`src/rtl/rpc_pkg.sv`:
```
package rpc_pkg;

	localparam int COORD_BITS = 20;
	localparam int SQ_VAL_BITS = 2 * COORD_BITS + 1;
	localparam int ROOT_BITS = COORD_BITS + 1;
	localparam int PROD_BITS = 2 * COORD_BITS;
	localparam int MARGIN_BITS = COORD_BITS - 1;

	localparam int SQ_PER_STAGE = 3;
	localparam int SQ_STAGES = (ROOT_BITS + SQ_PER_STAGE - 1) / SQ_PER_STAGE;
	localparam int DV_PER_STAGE = 4;
	localparam int DV_STAGES = (COORD_BITS + DV_PER_STAGE - 1) / DV_PER_STAGE;
	localparam int LATENCY = 3 + SQ_STAGES + 1 + DV_STAGES + 1;

	typedef enum logic [1:0] {
		REG_MAP_WIDTH  = 2'd0,
		REG_MAP_HEIGHT = 2'd1,
		REG_EDGE_MARGIN = 2'd2,
		REG_FIRST_SIDE = 2'd3
	} cfg_reg_e;

	typedef struct packed {
		logic [COORD_BITS-1:0] origin_x;
		logic [COORD_BITS-1:0] origin_y;
		logic [COORD_BITS-1:0] danger_x;
		logic [COORD_BITS-1:0] danger_y;
		logic [COORD_BITS-1:0] move_distance;
	} in_item_t;

	typedef struct packed {
		logic [COORD_BITS-1:0] result_x;
		logic [COORD_BITS-1:0] result_y;
	} out_item_t;

	typedef struct packed {
		logic [COORD_BITS-1:0] ox;
		logic [COORD_BITS-1:0] oy;
		logic [COORD_BITS-1:0] move_dist;
		logic [COORD_BITS-1:0] ax;
		logic [COORD_BITS-1:0] ay;
		logic                  sx;
		logic                  sy;
		logic                  side;
	} sq_side_t;

	typedef struct packed {
		logic [SQ_VAL_BITS-1:0] val;
		sq_side_t               side;
	} sq_in_t;

	typedef struct packed {
		logic [ROOT_BITS-1:0] len;
		sq_side_t             side;
	} sq_out_t;

	typedef struct packed {
		logic [COORD_BITS-1:0] ox;
		logic [COORD_BITS-1:0] oy;
		logic                  sx;
		logic                  sy;
	} dv_side_t;

	typedef struct packed {
		logic [PROD_BITS-1:0] num_x;
		logic [PROD_BITS-1:0] num_y;
		logic [ROOT_BITS-1:0] len;
		dv_side_t             side;
	} dv_in_t;

	typedef struct packed {
		logic [COORD_BITS-1:0] qx;
		logic [COORD_BITS-1:0] qy;
		dv_side_t              side;
	} dv_out_t;

endpackage

```
`src/rtl/rpc_div.sv`:
```
module rpc_div (
	input  logic             clk,
	input  logic             arst_n,
	input  logic             in_valid,
	input  rpc_pkg::dv_in_t  in_data,
	output logic             out_valid,
	output rpc_pkg::dv_out_t out_data
);
	import rpc_pkg::*;

	localparam int RW = ROOT_BITS + 1;

	logic [RW-1:0]         rem_s  [0:DV_STAGES][0:1];
	logic [COORD_BITS-1:0] quo_s  [0:DV_STAGES][0:1];
	logic [COORD_BITS-1:0] num_s  [0:DV_STAGES][0:1];
	logic [ROOT_BITS-1:0]  len_s  [0:DV_STAGES];
	dv_side_t              side_s [0:DV_STAGES];
	logic                  vld_s  [0:DV_STAGES];

	assign rem_s[0][0] = {{(RW - COORD_BITS){1'b0}}, in_data.num_x[PROD_BITS-1:COORD_BITS]};
	assign rem_s[0][1] = {{(RW - COORD_BITS){1'b0}}, in_data.num_y[PROD_BITS-1:COORD_BITS]};
	assign num_s[0][0] = in_data.num_x[COORD_BITS-1:0];
	assign num_s[0][1] = in_data.num_y[COORD_BITS-1:0];
	assign quo_s[0][0] = '0;
	assign quo_s[0][1] = '0;
	assign len_s[0]    = in_data.len;
	assign side_s[0]   = in_data.side;
	assign vld_s[0]    = in_valid;

	for (genvar g = 0; g < DV_STAGES; g++) begin : g_stage
		for (genvar l = 0; l < 2; l++) begin : g_lane
			logic [RW-1:0]         rem_n;
			logic [COORD_BITS-1:0] quo_n;
			logic [COORD_BITS-1:0] num_n;

			always_comb begin : step
				logic [RW-1:0] remx;
				rem_n = rem_s[g][l];
				quo_n = quo_s[g][l];
				num_n = num_s[g][l];
				for (int j = 0; j < DV_PER_STAGE; j++) begin
					if (g * DV_PER_STAGE + j < COORD_BITS) begin
						remx  = {rem_n[RW-2:0], num_n[COORD_BITS-1]};
						num_n = {num_n[COORD_BITS-2:0], 1'b0};
						if (remx >= {1'b0, len_s[g]}) begin
							rem_n = remx - {1'b0, len_s[g]};
							quo_n = {quo_n[COORD_BITS-2:0], 1'b1};
						end else begin
							rem_n = remx;
							quo_n = {quo_n[COORD_BITS-2:0], 1'b0};
						end
					end
				end
			end

			always_ff @(posedge clk) begin
				rem_s[g+1][l] <= rem_n;
				quo_s[g+1][l] <= quo_n;
				num_s[g+1][l] <= num_n;
			end
		end

		always_ff @(posedge clk or negedge arst_n) begin
			if (!arst_n) begin
				vld_s[g+1] <= 1'b0;
			end else begin
				vld_s[g+1] <= vld_s[g];
			end
		end

		always_ff @(posedge clk) begin
			len_s[g+1]  <= len_s[g];
			side_s[g+1] <= side_s[g];
		end
	end

	assign out_valid     = vld_s[DV_STAGES];
	assign out_data.qx   = quo_s[DV_STAGES][0];
	assign out_data.qy   = quo_s[DV_STAGES][1];
	assign out_data.side = side_s[DV_STAGES];

endmodule

```
`config.mk`:
```
export PLATFORM = sky130hd
export DESIGN_NAME = rpc_div
export DESIGN_NICKNAME = d
export VERILOG_FILES = /design/src/rtl/rpc_pkg.sv /design/src/rtl/rpc_div.sv
export SDC_FILE = /design/constraint.sdc
export NUM_CORES = 2
export LEC_CHECK = 0
export BUFFER_PORTS_ARGS = -buffer_cell sky130_fd_sc_hd__buf_4
export CAP_MARGIN = 10
export CORE_MARGIN = 5
export CORE_UTILIZATION = 38
export CTS_CLUSTER_DIAMETER = 40
export CTS_CLUSTER_SIZE = 40
export DETAILED_ROUTE_END_ITERATION = 6
export GPL_TIMING_DRIVEN = 0
export SYNTH_ARGS = -nofsm -noshare
export SYNTH_HDL_FRONTEND = slang
export SYNTH_SLANG_ARGS = --single-unit
```
`constraint.sdc`:
```
create_clock -name clk -period 16.3 [get_ports clk]
set_clock_uncertainty 0.2 [all_clocks]
set_input_delay 3.26 -clock clk [delete_from_list [all_inputs] [get_ports clk]]
set_output_delay 3.26 -clock clk [all_outputs]
set_load 0.01 [all_outputs]
```
=== After elaboration in Yosys (flattened, before gate mapping) ===
Cells that the tools add are included.

* $add $sub $neg: 38
* Magnitude comparators: 40
* Mux-type cells: 78

{| class="wikitable"
|+ Operators with widths
! cell !! count
|-
| greater-or-equal comparator 22 x 21 -> 1 bit || 38
|-
| 2-to-1 mux 21 bit || 38
|-
| subtractor 21 bit || 38
|-
| greater-or-equal comparator 21 bit || 2
|-
| 2-to-1 mux 1 bit || 40
|}

* Flip-flop bits (word level): 667
* Output and inout port bits: 83

=== Depth between registers and ports, before layout ===
* Word-level depth: 8
* Gate-level depth with buffers: 58

=== Least setup slack after synthesis ===
OpenSTA, ideal clock, no wires.

* Kind: input -> register
* Start point: input in_data[43] in the netlist's numbering
* End point: register rem_s[208] in the netlist's numbering
* Setup time: 123 ps
* Data arrival time: 13,239 ps
* Required time: 15,977 ps
* Path slack: 2,737 ps
* Stages: 49
* Path buffers: 6
* Path through: inv_1 -> ha_1 -> nor2b_1 -> o21bai_1 -> a21o_1 -> nand3_1 -> a31oi_1 -> o21a_1 -> inv_2 -> buf_1 -> mux2_2 -> ha_1 -> clkbuf_1 -> and4_1 -> and3_1 -> o31ai_1 -> a31o_2 -> nand2_1 -> [... 13 more ...] -> a221oi_1 -> a21boi_2 -> clkbuf_1 -> o21ai_0 -> fa_1 -> a21o_1 -> a21oi_1 -> nor2_1 -> nor4_1 -> o21ai_0 -> nand2_1 -> o21ai_0 -> or2_2 -> nand3_1 -> a41oi_1 -> a211o_1 -> buf_2 -> mux2_1

* Longest elaborated chain between the ends: 8
* Elaborated cells between the ends (all ways): 12
* Classes of those cells: 4 x add/sub; 4 x order compare; 4 x mux

{| class="wikitable"
|+ RTL lines
! item !! RTL line !! source
|-
| start, declared || rpc_div.sv:5 || <nowiki>input rpc_pkg::dv_in_t in_data,</nowiki>
|-
| subtractor 21 bit or greater-or-equal comparator 21 bit (tied branches) || rpc_div.sv:46, rpc_div.sv:45 ||
|-
| 2-to-1 mux 21 bit || rpc_div.sv:45 || <nowiki>if (remx >= {1'b0, len_s[g]}) begin</nowiki>
|-
| subtractor 21 bit or greater-or-equal comparator 22 x 21 -> 1 bit (tied branches) || rpc_div.sv:46, rpc_div.sv:45 ||
|-
| 2-to-1 mux 21 bit || rpc_div.sv:45 ||
|-
| subtractor 21 bit or greater-or-equal comparator 22 x 21 -> 1 bit (tied branches) || rpc_div.sv:46, rpc_div.sv:45 ||
|-
| 2-to-1 mux 21 bit || rpc_div.sv:45 ||
|-
| subtractor 21 bit or greater-or-equal comparator 22 x 21 -> 1 bit (tied branches) || rpc_div.sv:46, rpc_div.sv:45 ||
|-
| 2-to-1 mux 21 bit * || rpc_div.sv:45 ||
|-
| via g_stage[0].g_lane[0].rem_n[10] || rpc_div.sv:32 || <nowiki>logic [RW-1:0] rem_n;</nowiki>
|-
| end signal, assigned by index || rpc_div.sv:57 || <nowiki>rem_s[g+1][l] <= rem_n;</nowiki>
|-
| end, declared || rpc_div.sv:13 || <nowiki>logic [RW-1:0] rem_s [0:DV_STAGES][0:1];</nowiki>
|}

The timed path passes the listed nets; every way through them passes the cells marked *.

=== Final worst setup path ===
* Start point: input in_data[61] in the netlist's numbering
* End point: register rem_s[217] in the netlist's numbering

* Longest elaborated chain between the ends: 8
* Elaborated cells between the ends (all ways): 12
* Classes of those cells: 4 x add/sub; 4 x order compare; 4 x mux

{| class="wikitable"
|+ RTL lines
! item !! RTL line
|-
| subtractor 21 bit or greater-or-equal comparator 21 bit (tied branches) || rpc_div.sv:46, rpc_div.sv:45
|-
| 2-to-1 mux 21 bit || rpc_div.sv:45
|-
| subtractor 21 bit or greater-or-equal comparator 22 x 21 -> 1 bit (tied branches) || rpc_div.sv:46, rpc_div.sv:45
|-
| 2-to-1 mux 21 bit || rpc_div.sv:45
|-
| greater-or-equal comparator 22 x 21 -> 1 bit or subtractor 21 bit (tied branches) || rpc_div.sv:45, rpc_div.sv:46
|-
| 2-to-1 mux 21 bit || rpc_div.sv:45
|-
| subtractor 21 bit or greater-or-equal comparator 22 x 21 -> 1 bit (tied branches) || rpc_div.sv:46, rpc_div.sv:45
|-
| 2-to-1 mux 21 bit * || rpc_div.sv:45
|-
| via g_stage[0].g_lane[0].rem_n[19] || rpc_div.sv:32
|}

Marked as above.

==> impl_results.md <==
- Share of layout cells above drive strength 1: between 10% and 20%
- Synth top area cells: dfxtp_1 (22%), ha_1 (17%), xnor2_1 (6.0%)
- DP Area: 0.0648 mm^2
- Max Root-Sink Buffers: 3
- Avg WL per Cell: between 15 and 20 um
- Synth cell types: 111
- Total Wirelength: 189 mm
- CP peak stage delay: ~0.52 ns
- Syn_nets: 8280
- Hpwl dp: 151 mm
- Min cycle time layout: 15.47 ns
- Prevailing post-synth register cell: dfxtp_1
- Buffers on Ports: 228
- Post-synth EDFFs: 0
- Worst r2r path cells: 50
- Top Usage Layer GRT: met2
- Placed instance count: around 9600
- Fin crit share: a little over nine tenths
- H-tree depth: 3
- P&R area growth vs syn: 13.8%
- Hold Slack: around 0.11 ns
- Setup crit end kind: flop
- DRC: 0
- Ys async rst share: 0.750%
- Final Setup Violations: 0
- Vias: 54800
- Met1 Usage GRT: 28.0%
- Max-slew headroom: 35.4%
- Avg Inst Size Synth: 8.33 um^2
- Hold_buf cts: 0
- Vias in the first global route: roughly 53000
- Synth Area in Adders: 18.6%
- GRT Residual Overflow: 0
- Gr usage total: 21.6%
- Cells after Synth: 7256
- Slew Viols, Final: 0
- Die area: 0.167 mm^2
- Core Area: 0.158 mm^2
- Largest net degree at the start of global routing: 19
- RSZ-0062 raised after global routing: no
- Simple-Gate Fraction of Synth Area: about 15%
- Outcome: completed
- Final Cell Area: 0.0688 mm^2
- Vias per cell: 5.61
- CTS tree: built
- CP startpoint kind: input port
- First-pass GRT wire length: ~290 mm
- Nets: 8627
- CP max-delay cell: clkbuf_1
- Fin cells: 9767
- I/O pins: 229
- Starting Density: 38.2%
- Sequential share of the synthesized area: 22.1%
- Starting DRT DRC Count: about 3500
- Worst Tran Pin Value: 0.967 ns
- Register area: 0.0134 mm^2
- Crit Path Class: in2reg
- Antenna-violating nets left: 0
- GPL Wtd Cong: 0.939
- #FFs+latches synth: 667
- GR Layer Usage met2: 36.1%
- Critical path peak fanout: 10
- Tightest Hold Check Type: reg2reg
- Setup TNS: 0 ns
- CTS clock-pin slew for the worst setup and hold paths: 0.06 ns
- Dominant cell type by area after synthesis: dfxtp_1
- Largest family of logic cells by synthesized area: compound AO/OA/AOI/OAI gates
- Final hold violation count: 0
- Synth Area in Compound Gates: 23.4%
- Crit path top cell by count: a21oi_1
- Yosys Warn Count: 0
- Num rows: roughly 150
- Hold Crit Depth: 0
- F_max: 0.0646 GHz
- Max Cap Violations: 0
- XOR/XNOR share of the synthesized area: 9.24%
- Die height: 409 um
- GRT met3 Usage: 3.00%
- Clk sinks: between 600 and 700
- Initial antenna violation count: 1
- Yosys top cell area share: 21.9%
- Initial DRT Pass Iterations: 6
- Chip width: 409 um
- Clk_lat worst skew: 0.75 ns
- Fill cells: 15800
- Post-synthesis mux area share: 7.67%
- WP data required: 16.71 ns
- Mapped cell area: around 0.06 mm^2
- Worst EP arrival: 15.88 ns
- CTS buffer count: 104
- Clock root cell: clkbuf_16
- Area occupied by multi-input gates: 0.0447 mm^2
## layout by cell type, fill, tap and decap left out, types with 290 or more instances in the layout
master     n
a21oi_1  691
nor2_1   514
ha_1     840
o21ai_0  424
a21o_1   307
buf_4    290
dfxtp_1  660
inv_1    388
nand2_1  514
xnor2_1  414
mux2_2   319
## stage by stage
stage,utilization (%),setup WS (ns)
after floorplan,-,2.74
after global placement,40.9,-0.660
after detailed placement,40.9,-0.804
after CTS,43.4,0.00863
after global routing,43.5,0.00207
final,43.5,0.827
## per-layer routing
| metal | vias up | wire length, um |
|---|---|---|
| met2 | 1608 | 85500 |
| met3 | 369 | 10700 |
| li1 | 27300 | - |
| met1 | 25600 | 84100 |
| met4 | 0 | 8360 |
| met5 | - | 0 |
## timing repair
action                     in CTS  in global routing
setup endpoints to repair       0                106
setup buffers                   0                 13
resized for setup               0                 32
## flip-flops by register name, indices dropped and copies added, names as in the netlist
| signal | count |
|---|---|
| num_s | 24 |
| len_s | 84 |
| out_data | 82 |
| rem_s | 168 |
| g_stage.g_lane.step.remx | 8 |
| g_stage.g_lane.num_n | 48 |
| quo_s | 80 |
| side_s | 168 |
| out_valid | 1 |
| vld_s | 4 |
## synth_stat cells, types with 29 or more instances
cell / count
o31ai_1: 50
o21ai_0: 427
a211o_1: 35
nor3_1: 128
mux2i_1: 66
and3_1: 44
or3_1: 36
nor4_1: 32
a21oi_1: 691
fa_1: 38
o211ai_1: 38
nor2_1: 515
o21bai_1: 81
and2_1: 29
ha_1: 840
buf_2: 34
xor2_1: 224
a21o_1: 307
mux2_2: 319
o221ai_1: 38
nor2b_1: 96
nand3_1: 146
nand4_1: 116
a211oi_1: 44
nand2b_1: 116
dfxtp_1: 662
nand2_1: 514
clkbuf_1: 71
inv_1: 394
or2_2: 30
o21a_1: 112
xnor2_1: 414
a31oi_1: 65
buf_4: 49
## layout make-up
class,instances,area share [%]
diodes,1,0.00364
well taps,2072,3.77
clock buffers,110,3.86
inverters,406,2.25
clock inverters,87,1.78
multi-input cells,6008,64.9
repair buffers,241,2.63
plain buffers,175,1.32
flip-flops and latches,667,19.4
## worst max-delay path: cells and delay by family
| kind | cells | cell delay, ns |
|---|---|---|
| compound gates | 23 | 4.48 |
| fa+ha+maj | 4 | 1.51 |
| buf+inv | 11 | 3.33 |
| mux | 2 | 0.74 |
| simple gates | 12 | 2.51 |
## kinds of logic after synthesis
| group | Yosys count |
|---|---|
| AO/OA/AOI/OAI | 2193 |
| XOR/XNOR | 638 |
| adder cells (fa/ha/maj) | 878 |
| buffers and inverters | 581 |
| flip-flops | 667 |
| multiplexers | 417 |
| AND/OR/NAND/NOR | 1882 |
## worst paths after layout
kind                        startpoint    endpoint  slack [ns]
setup / recovery           in_data[61]  rem_s[217]        0.83
hold / removal              quo_s[182]  quo_s[146]        0.11
setup reg to reg             len_s[65]  rem_s[116]        0.90
hold reg to reg             quo_s[182]  quo_s[146]        0.11
max in group asynchronous       arst_n    vld_s[2]       13.68
min in group asynchronous       arst_n    vld_s[3]        2.11
Power is left out: the tool's default activity adds up to more than one toggle a clock period on the data nets, which glitch-free logic cannot reach.
