===== src/rtl/rpc_pkg.sv =====
package rpc_pkg;

	localparam int COORD_BITS = 20;
	localparam int SQ_VAL_BITS = 2 * COORD_BITS + 1;
	localparam int ROOT_BITS = COORD_BITS + 1;
	localparam int PROD_BITS = 2 * COORD_BITS;
	localparam int MARGIN_BITS = COORD_BITS - 1;

	localparam int SQ_PER_STAGE = 3;
	localparam int SQ_STAGES = (ROOT_BITS + SQ_PER_STAGE - 1) / SQ_PER_STAGE;
	localparam int DV_PER_STAGE = 4;
	localparam int DV_STAGES = (COORD_BITS + DV_PER_STAGE - 1) / DV_PER_STAGE;
	localparam int LATENCY = 3 + SQ_STAGES + 1 + DV_STAGES + 1;

	typedef enum logic [1:0] {
		REG_MAP_WIDTH  = 2'd0,
		REG_MAP_HEIGHT = 2'd1,
		REG_EDGE_MARGIN = 2'd2,
		REG_FIRST_SIDE = 2'd3
	} cfg_reg_e;

	typedef struct packed {
		logic [COORD_BITS-1:0] origin_x;
		logic [COORD_BITS-1:0] origin_y;
		logic [COORD_BITS-1:0] danger_x;
		logic [COORD_BITS-1:0] danger_y;
		logic [COORD_BITS-1:0] move_distance;
	} in_item_t;

	typedef struct packed {
		logic [COORD_BITS-1:0] result_x;
		logic [COORD_BITS-1:0] result_y;
	} out_item_t;

	typedef struct packed {
		logic [COORD_BITS-1:0] ox;
		logic [COORD_BITS-1:0] oy;
		logic [COORD_BITS-1:0] move_dist;
		logic [COORD_BITS-1:0] ax;
		logic [COORD_BITS-1:0] ay;
		logic                  sx;
		logic                  sy;
		logic                  side;
	} sq_side_t;

	typedef struct packed {
		logic [SQ_VAL_BITS-1:0] val;
		sq_side_t               side;
	} sq_in_t;

	typedef struct packed {
		logic [ROOT_BITS-1:0] len;
		sq_side_t             side;
	} sq_out_t;

	typedef struct packed {
		logic [COORD_BITS-1:0] ox;
		logic [COORD_BITS-1:0] oy;
		logic                  sx;
		logic                  sy;
	} dv_side_t;

	typedef struct packed {
		logic [PROD_BITS-1:0] num_x;
		logic [PROD_BITS-1:0] num_y;
		logic [ROOT_BITS-1:0] len;
		dv_side_t             side;
	} dv_in_t;

	typedef struct packed {
		logic [COORD_BITS-1:0] qx;
		logic [COORD_BITS-1:0] qy;
		dv_side_t              side;
	} dv_out_t;

endpackage


===== src/rtl/rpc_sqrt.sv =====
module rpc_sqrt (
	input  logic            clk,
	input  logic            arst_n,
	input  logic            in_valid,
	input  rpc_pkg::sq_in_t in_data,
	output logic            out_valid,
	output rpc_pkg::sq_out_t out_data
);
	import rpc_pkg::*;

	localparam int VW = 2 * ROOT_BITS;
	localparam int RW = ROOT_BITS + 3;

	logic [RW-1:0]        rem_s  [0:SQ_STAGES];
	logic [ROOT_BITS-1:0] root_s [0:SQ_STAGES];
	logic [VW-1:0]        val_s  [0:SQ_STAGES];
	sq_side_t             side_s [0:SQ_STAGES];
	logic                 vld_s  [0:SQ_STAGES];

	assign rem_s[0]  = '0;
	assign root_s[0] = '0;
	assign val_s[0]  = {{(VW - SQ_VAL_BITS){1'b0}}, in_data.val};
	assign side_s[0] = in_data.side;
	assign vld_s[0]  = in_valid;

	for (genvar g = 0; g < SQ_STAGES; g++) begin : g_stage
		logic [RW-1:0]        rem_n;
		logic [ROOT_BITS-1:0] root_n;
		logic [VW-1:0]        val_n;

		always_comb begin : step
			logic [RW-1:0] remx;
			logic [RW-1:0] trial;
			rem_n  = rem_s[g];
			root_n = root_s[g];
			val_n  = val_s[g];
			for (int j = 0; j < SQ_PER_STAGE; j++) begin
				if (g * SQ_PER_STAGE + j < ROOT_BITS) begin
					remx  = {rem_n[RW-3:0], val_n[VW-1 -: 2]};
					val_n = {val_n[VW-3:0], 2'b00};
					trial = {1'b0, root_n, 2'b01};
					if (remx >= trial) begin
						rem_n  = remx - trial;
						root_n = {root_n[ROOT_BITS-2:0], 1'b1};
					end else begin
						rem_n  = remx;
						root_n = {root_n[ROOT_BITS-2:0], 1'b0};
					end
				end
			end
		end

		always_ff @(posedge clk or negedge arst_n) begin
			if (!arst_n) begin
				vld_s[g+1] <= 1'b0;
			end else begin
				vld_s[g+1] <= vld_s[g];
			end
		end

		always_ff @(posedge clk) begin
			rem_s[g+1]  <= rem_n;
			root_s[g+1] <= root_n;
			val_s[g+1]  <= val_n;
			side_s[g+1] <= side_s[g];
		end
	end

	assign out_valid     = vld_s[SQ_STAGES];
	assign out_data.len  = root_s[SQ_STAGES];
	assign out_data.side = side_s[SQ_STAGES];

endmodule


===== config.mk =====
export PLATFORM = sky130hd
export DESIGN_NAME = rpc_sqrt
export DESIGN_NICKNAME = d
export VERILOG_FILES = /design/src/rtl/rpc_pkg.sv /design/src/rtl/rpc_sqrt.sv
export SDC_FILE = /design/constraint.sdc
export NUM_CORES = 1
export LEC_CHECK = 0
export BUFFER_PORTS_ARGS = -buffer_cell sky130_fd_sc_hd__clkbuf_2
export CAP_MARGIN = 20
export CORE_MARGIN = 1.5
export CORE_UTILIZATION = 54
export CTS_CLUSTER_SIZE = 40
export DETAILED_ROUTE_END_ITERATION = 10
export GPL_TIMING_DRIVEN = 0
export HOLD_SLACK_MARGIN = 0.05
export PLACE_DENSITY = 0.87
export SYNTH_ARGS = -nofsm -noshare
export SYNTH_HDL_FRONTEND = slang
export SYNTH_SLANG_ARGS = --single-unit

===== constraint.sdc =====
create_clock -name clk -period 8.05 [get_ports clk]
set_input_delay 1.2075 -clock clk [delete_from_list [all_inputs] [get_ports clk]]
set_output_delay 1.2075 -clock clk [all_outputs]
set_load 0.05 [all_outputs]

* Word-level counts from Yosys, hierarchy flattened
Cells that the tools add are included.
Operators by class: muxes and demuxes 41, magnitude comparators 21, add/sub/neg operators 20
Operators with widths (count):
- 22-bit two-way mux | 20
- 24-bit by 10-bit greater-or-equal comparator with 1-bit output | 1
- 24-bit by 11-bit greater-or-equal comparator with 1-bit output | 1
- 24-bit by 12-bit greater-or-equal comparator with 1-bit output | 1
- 24-bit by 13-bit greater-or-equal comparator with 1-bit output | 1
- 24-bit by 14-bit greater-or-equal comparator with 1-bit output | 1
- 24-bit by 15-bit greater-or-equal comparator with 1-bit output | 1
- 24-bit by 16-bit greater-or-equal comparator with 1-bit output | 1
- 24-bit by 17-bit greater-or-equal comparator with 1-bit output | 1
- 24-bit by 18-bit greater-or-equal comparator with 1-bit output | 1
- 24-bit by 19-bit greater-or-equal comparator with 1-bit output | 1
- 24-bit by 20-bit greater-or-equal comparator with 1-bit output | 1
- 24-bit by 21-bit greater-or-equal comparator with 1-bit output | 1
- 24-bit by 22-bit greater-or-equal comparator with 1-bit output | 1
- 24-bit by 3-bit greater-or-equal comparator with 1-bit output | 1
- 24-bit by 4-bit greater-or-equal comparator with 1-bit output | 1
- 24-bit by 5-bit greater-or-equal comparator with 1-bit output | 1
- 24-bit by 6-bit greater-or-equal comparator with 1-bit output | 1
- 24-bit by 7-bit greater-or-equal comparator with 1-bit output | 1
- 24-bit by 8-bit greater-or-equal comparator with 1-bit output | 1
- 24-bit by 9-bit greater-or-equal comparator with 1-bit output | 1
- 22-bit by 10-bit subtractor with 22-bit output | 1
- 22-bit by 11-bit subtractor with 22-bit output | 1
- 22-bit by 12-bit subtractor with 22-bit output | 1
- other kinds (19) | 39
Word-level totals: flip-flop bits (word level) 1070, output and inout port bits 125, word-level logic and storage cells 164, input port bits 147

* Longest topological paths before layout
Gate-level depths: netlist of the first run.
word-level depth 6, gate-level depth with buffers 41, depth with buffers taken out 36

* Worst setup path before layout of the first run
Ideal clock, no wire load.
path kind register to register, start point register root_s[53] (netlist bit), end point register rem_s[27] (netlist bit), slack 275 ps, required time 7918 ps, cell stages (with the launch flop) 36, data arrival time 7643 ps, path through dfxtp_1 inv_1 ha_1 and3_1 a221o_1 a21oi_1 nand2b_1 nand2_1 clkbuf_1 inv_1 clkbuf_1 nand2_1 o21ai_0 ha_1 a21o_1 a211oi_1 nor2_1 or4b_2 nand4_1 o2111ai_1 nor2_1 inv_1 clkbuf_1 nor2_1 a21oi_1 ha_1 clkbuf_1 nand4_1 a311oi_1 nor2_1 a31o_2 and4_1 o211ai_1 clkbuf_1 buf_1 a21oi_1
Between the ends: cells in the longest elaborated chain, start to end 6, elaborated cells between the ends (all ways) 11, classes of those cells add/sub (3); order compare (3); mux (5)
RTL lines:
- start: declaration | RTL line rpc_sqrt.sv:15 | logic [ROOT_BITS-1:0] root_s [0:SQ_STAGES];
- start signal: indexed assignment | RTL line rpc_sqrt.sv:63 | root_s[g+1] <= root_n;
- 22-bit by 17-bit subtractor with 22-bit output or 24-bit by 17-bit greater-or-equal comparator with 1-bit output (tied branches) | RTL line rpc_sqrt.sv:43, rpc_sqrt.sv:42
- 22-bit two-way mux or 1-bit two-way mux (tied branches) | RTL line rpc_sqrt.sv:42 | if (remx >= trial) begin
- 24-bit by 18-bit greater-or-equal comparator with 1-bit output (*) | RTL line rpc_sqrt.sv:42
- 1-bit two-way mux (*) | RTL line rpc_sqrt.sv:42
- via g_stage[5].root_n[1] | RTL line rpc_sqrt.sv:28 | logic [ROOT_BITS-1:0] root_n;
- 22-bit by 19-bit subtractor with 22-bit output or 24-bit by 19-bit greater-or-equal comparator with 1-bit output (tied branches) | RTL line rpc_sqrt.sv:43, rpc_sqrt.sv:42
- 22-bit two-way mux (*) | RTL line rpc_sqrt.sv:42
- via g_stage[5].rem_n[3] | RTL line rpc_sqrt.sv:27 | logic [RW-1:0] rem_n;
- end signal: indexed assignment | RTL line rpc_sqrt.sv:62 | rem_s[g+1] <= rem_n;
- end: declaration | RTL line rpc_sqrt.sv:14 | logic [RW-1:0] rem_s [0:SQ_STAGES];
Mark *: on every way through the listed nets, which the timed path passes. The rest lies on a longest branch.

* Worst setup path after layout of the first run
start point register root_s[54] (netlist bit), end point register rem_s[45] (netlist bit)
The elaborated chain is that of the path after synthesis.

==> results.txt, run 1 <==
outcome - complete, but fails checks
failing checks - DRC
GR Overflow Total - 0
fin worst setup slack - 49.2 ps
worst setup path category - register to register
Synth Register Bits - 1069
antenna violations before repair - 2
# IOs - 272
Initial DRC Count - 1972
vias in the first global route - 27700
Worst-Margin Slew - 939 ps
core area - 73200 µm²
syn nets - 4288
DRC - 8
slowest CP cell - a2111oi_4
HP Start - side_s[384]
Num CTS Buffers - 97
average wire per standard cell - 17.6 µm
Slowest Stage Delay on Critical Path - 430 ps
FF-to-FF path depth - 33
maximum clock path buffer count - 3
Layout Utilization - 0.641
syn avg cell area - 10.3 µm²
Data required, critical path - 8660 ps
Ys Warns - 0
XOR/XNOR Fraction of Synth Area - 0.0593
Hold Path Cell Cnt - 0
final wirelength - 93700 µm
EDFF count, synth - 0
post-placement setup slack - -2820 ps
vias per inst - 5.47
most area-consuming cells after synthesis - dfxtp_1 53%, ha_1 7.7%, xnor2_1 4.0%
MaxCap Viol Count - 0
Initial Util - 0.547
Lkg Pwr - 21.3 nW
DR vias - 29100
synth cell count leaders - 1062 x dfxtp_1, 269 x a21oi_1, 269 x nor2_1
Synth Instances - 3894
simple-gate share of the synthesized area - 0.131
CP arrival - 8610 ps
Clock transition at path regs - 70 ps
distinct cell type count after synthesis - 92
layout cells sized above 1 - 0.177
CTS Sinks - 1069
largest family of logic cells by synthesized area - compound AO/OA/AOI/OAI gates
sequential share of the synthesized area - 0.536
Die X - 275 µm
area of the die - 75800 µm²
clock period minus worst slack - 8000 ps
mux share of post-synthesis cell area - 0.0140
CP startpoint kind - register
die span in y - 275 µm
Hold Path Class - register to register
fin nets - 4681
CP endpoint kind - register
area grow syn2layout - 17.2%
filler cell count - 5707
aggregate global-route resource usage - 0.238
Buffers on Ports - 271
dpl hpwl - 69600 µm
clk_lat worst skew - 710 ps
biggest area consumer among synthesized cells - dfxtp_1
Synth Area in Compound Gates - 0.139
Yosys top cell area share - 0.531
Slew Limit Fails - 0
largest net degree at the start of global routing - 19
worst vdd ir - 0.266 mV
end of the worst hold path - side_s[281]
pwr dens - 346 nW/µm²
CTS tree - yes
Worst R2R End - rem_s[45]
reg2reg start - root_s[54]
DRT Pass-1 Iters - 8
post-route ant nets - 0
Rows - 99
family with the most delay on the worst path - compound AO/OA/AOI/OAI gates
H-Tree Depth - 3
Synth Cell Area - 40000 µm²
crit-path max FO - 11
Root Driver - clkbuf_16
most frequent cell after synthesis - dfxtp_1
cell area after layout - 46900 µm²
Post-Synth Adder-Cell Area - 0.0772
# setup viols final - 0
Main synth FF type - dfxtp_1
crit path buf inv count - 6
Period Utilization, post-route - 0.994
Peak Freq - 0.125 GHz
Post-DP Area - 42600 µm²
register-to-register setup slack - 50 ps
Slew HR - 0.370
Fin. Hold Viols - 0
routability cong. - 0.940
global-route wire length before repair - 144000 µm
clock skew - 81.3 ps
Synth async-reset ratio - 0.00655
## sequential cells by signal, summed over array words and instances, names as in the netlist
signal / count
out_valid: 1
val_s: 24
vld_s: 6
side_s: 618
g_stage.val_n: 90
g_stage.step.remx: 12
rem_s: 131
out_data: 124
root_s: 63
## area by class of cell
type	count	area, µm²	share of cell area
inverter	183	694	0.0148
antenna	1	2.50	0.0000533
clock buffer	132	2740	0.0584
buffer	167	1150	0.0244
sequential	1069	21400	0.457
timing repair buffer	303	1600	0.0341
tap	959	1200	0.0256
multi-input combinational	2466	17400	0.371
clock inverter	45	673	0.0144
## timing repair
action,4_1_cts,5_1_grt
endpoints found under the setup margin,87,114
hold buffers,0,0
gates cloned,1,0
buffers inserted,10,15
pin swaps,10,18
gates resized for setup,106,107
## placed cells by master, fill, tap and decap left out, types with 97 or more instances in the layout
cell type	instances
a21o_1	103
dfxtp_1	1059
inv_1	177
clkbuf_16	97
o21ai_0	139
clkbuf_2	284
buf_4	134
nor2_1	265
a21oi_1	256
nand2_1	256
xnor2_1	183
ha_1	236
## stage by stage
stage	hold WS [ps]	total power, mW	TNS (ps)	instances
after floorplan	310	10.0	0	3894
final	284	16.3	0	5325
after global placement	309	11.1	-134670	5124
after global routing	288	17.1	-877	5324
after CTS	289	16.0	0	5309
after detailed placement	312	11.2	-135140	5126
## power breakdown
group	switching (mW)	internal [mW]	total, mW
Sequential	0.322	5.82	6.14
Clock	2.04	2.69	4.74
Combinational	3.20	2.17	5.37
## how the worst max path moves through the flow
stage	from	to	slack (ps)	depth (start not counted)
after floorplan	root_s[53]	rem_s[27]	270	35
after detailed placement	root_s[53]	rem_s[35]	-2820	35
after global routing	root_s[54]	rem_s[45]	-160	31
final	root_s[54]	rem_s[45]	50	33
after CTS	root_s[73]	rem_s[58]	1	34
after global placement	root_s[53]	rem_s[35]	-2780	35
## per-layer routing
metal  wire (µm)  vias up  global-route usage
met5          26        -                   0
met4        3110        4              0.0866
met3        6880      188              0.0512
met2       44600      998               0.405
met1       39100    13600               0.297
li1            -    14400                   -
## cell families (layout without fill, tap and decap cells)
logic type | Yosys count | after routing
AOI/OAI and AO/OA | 857 | 857
xor gates and xnor gates | 271 | 271
adders and majority gates | 247 | 247
buffers and inverters | 359 | 830
DFF | 1069 | 1069
muxes | 52 | 52
other | 0 | 1
and+or+nand+nor | 1039 | 1039
## worst register-to-register path, delay by kind of cell, from the launching register on
family / cells / cell delay, ps
AO/OA/AOI/OAI: 15 / 3720
flip-flops: 1 / 410
buffers and inverters: 6 / 1020
multiplexers: 1 / 320
XOR/XNOR: 1 / 180
AND/OR/NAND/NOR: 7 / 1250
adder cells (fa/ha/maj): 3 / 1030
Note: power is estimated with default switching activity, not from simulation.
==> run 2: changes to the inputs <==
--- a/config.mk
+++ b/config.mk
@@ -8,12 +8,12 @@
 export BUFFER_PORTS_ARGS = -buffer_cell sky130_fd_sc_hd__clkbuf_2
 export CAP_MARGIN = 20
 export CORE_MARGIN = 1.5
-export CORE_UTILIZATION = 54
+export CORE_UTILIZATION = 50
 export CTS_CLUSTER_SIZE = 40
 export DETAILED_ROUTE_END_ITERATION = 10
 export GPL_TIMING_DRIVEN = 0
 export HOLD_SLACK_MARGIN = 0.05
-export PLACE_DENSITY = 0.87
+export PLACE_DENSITY = 0.83
 export SYNTH_ARGS = -nofsm -noshare
 export SYNTH_HDL_FRONTEND = slang
 export SYNTH_SLANG_ARGS = --single-unit
==> results.txt, run 2 (synthesis results as in run 1) <==
antenna violations before repair - 9
area grow syn2layout - 17.8%
CP startpoint kind - register
Worst-Margin Slew - 1170 ps
final wirelength - 93000 µm
# setup viols final - 0
Buffers on Ports - 271
cell area after layout - 47100 µm²
post-route setup TNS - 0 ps
FF-to-FF path depth - 34
end of the worst hold path - g_stage[4].val_n[31]
CTS tree - yes
Slew HR - 0.201
Num CTS Buffers - 99
Layout Utilization - 0.596
Root Driver - clkbuf_16
crit path buf inv count - 6
H-Tree Depth - 3
area of the die - 81800 µm²
Die X - 286 µm
vias in the first global route - 28100
DR vias - 29000
Period Utilization, post-route - 0.963
CTS Sinks - 1069
Post-Place Cells - 5217
largest net degree at the start of global routing - 20
maximum clock path buffer count - 3
routability cong. - 0.961
DRC - 0
CP arrival - 8270 ps
CP most frequent cell - nor2_1
max reg flops - 618
average wire per standard cell - 17.2 µm
global-route wire length before repair - 146000 µm
post-route ant nets - 0
crit-path max FO - 10
Peak Freq - 0.129 GHz
dpl hpwl - 69000 µm
non-filler cells, final - 5419
GR Overflow Total - 0
reg2reg start - root_s[91]
Tot Pwr - 16.4 mW
outcome - finished clean
fin nets - 4677
layout cells sized above 1 - 0.180
Slowest Stage Delay on Critical Path - 530 ps
Hold Path Cell Cnt - 0
DRT Pass-1 Iters - 5
commonest non-fill, non-tap cell in the layout - dfxtp_1
Initial Util - 0.506
core area - 79100 µm²
MaxCap Viol Count - 0
family with the most delay on the worst path - simple AND/OR/NAND/NOR gates
Fin. Hold Viols - 0
Worst R2R End - rem_s[89]
HP Start - g_stage[3].val_n[25]
worst setup path category - register to register
die span in y - 286 µm
Rows - 103
clock skew - 68.9 ps
register-to-register setup slack - 300 ps
aggregate global-route resource usage - 0.221
clk_lat worst skew - 690 ps
filler cell count - 6484
# IOs - 272
commonest cells after routing, fill and taps aside - 1058 x dfxtp_1, 285 x clkbuf_2, 266 x nor2_1
Data required, critical path - 8560 ps
Hold Path Class - register to register
clock period minus worst slack - 7750 ps
vias per inst - 5.35
Initial DRC Count - 1979
slowest CP cell - or4_4
Top reg by flops - side_s
hold-fix buffers at CTS - 0
Slew Limit Fails - 0
pwr dens - 348 nW/µm²
CP endpoint kind - register
Lkg Pwr - 21.3 nW
worst vdd ir - 0.283 mV
Clock transition at path regs - 70 ps
Post-DP Area - 42700 µm²
RSZ-0062 raised after global routing - yes
## run 2: timing repair
action                     4_1_cts  5_1_grt
buffers inserted                11       14
setup endpoints to repair       84      106
gates cloned                     0        0
pin swaps                        6       16
resized for setup               93      114
## run 2: metrics by stage
step / hold WS [ps] / worst slack [ps]
detailed placement: 312 / -2680
CTS: 282 / 5.05
floorplan: 310 / 275
global route: 286 / -62.0
finish: 294 / 297
global placement: 309 / -2640
## run 2: power breakdown
group,leakage (nW),internal [mW],switching (mW)
Clock,1.75,2.81,2.09
Combinational,10.6,2.16,3.18
Sequential,9.02,5.82,0.326
## run 2: worst register-to-register path: cells and delay by family, from the launching register on
kind | cells | cell delay, ps
fa+ha+maj | 3 | 1060
simple gates | 18 | 3450
compound gates | 7 | 1450
buf+inv | 6 | 1210
flops | 1 | 410
## run 2: routing by layer
layer  wire length (µm)  track usage  up-vias
met5                 78            0        -
met4               2620       0.0759       12
met3               6950       0.0466      184
met2              45000        0.384      871
met1              38300        0.271    13600
li1                   -            -    14400
## run 2: worst max-delay path by stage
stage,to,depth (start not counted),slack [ps],startpoint
global placement,rem_s[36],35,-2640,root_s[54]
global route,rem_s[89],34,-60,root_s[91]
CTS,rem_s[87],34,5,root_s[89]
detailed placement,rem_s[36],35,-2680,root_s[54]
floorplan,rem_s[27],35,270,root_s[53]
finish,rem_s[89],34,300,root_s[91]
## run 2: cell type report
cell class	count	area (µm²)	area share
Sequential cell	1069	21400	0.455
Multi-Input combinational cell	2466	17400	0.369
Clock buffer	134	2890	0.0613
Timing Repair Buffer	300	1560	0.0332
Tap cell	1050	1310	0.0279
Buffer	164	1100	0.0234
Clock inverter	51	709	0.0151
Inverter	183	702	0.0149
Antenna cell	2	5.00	0.000106
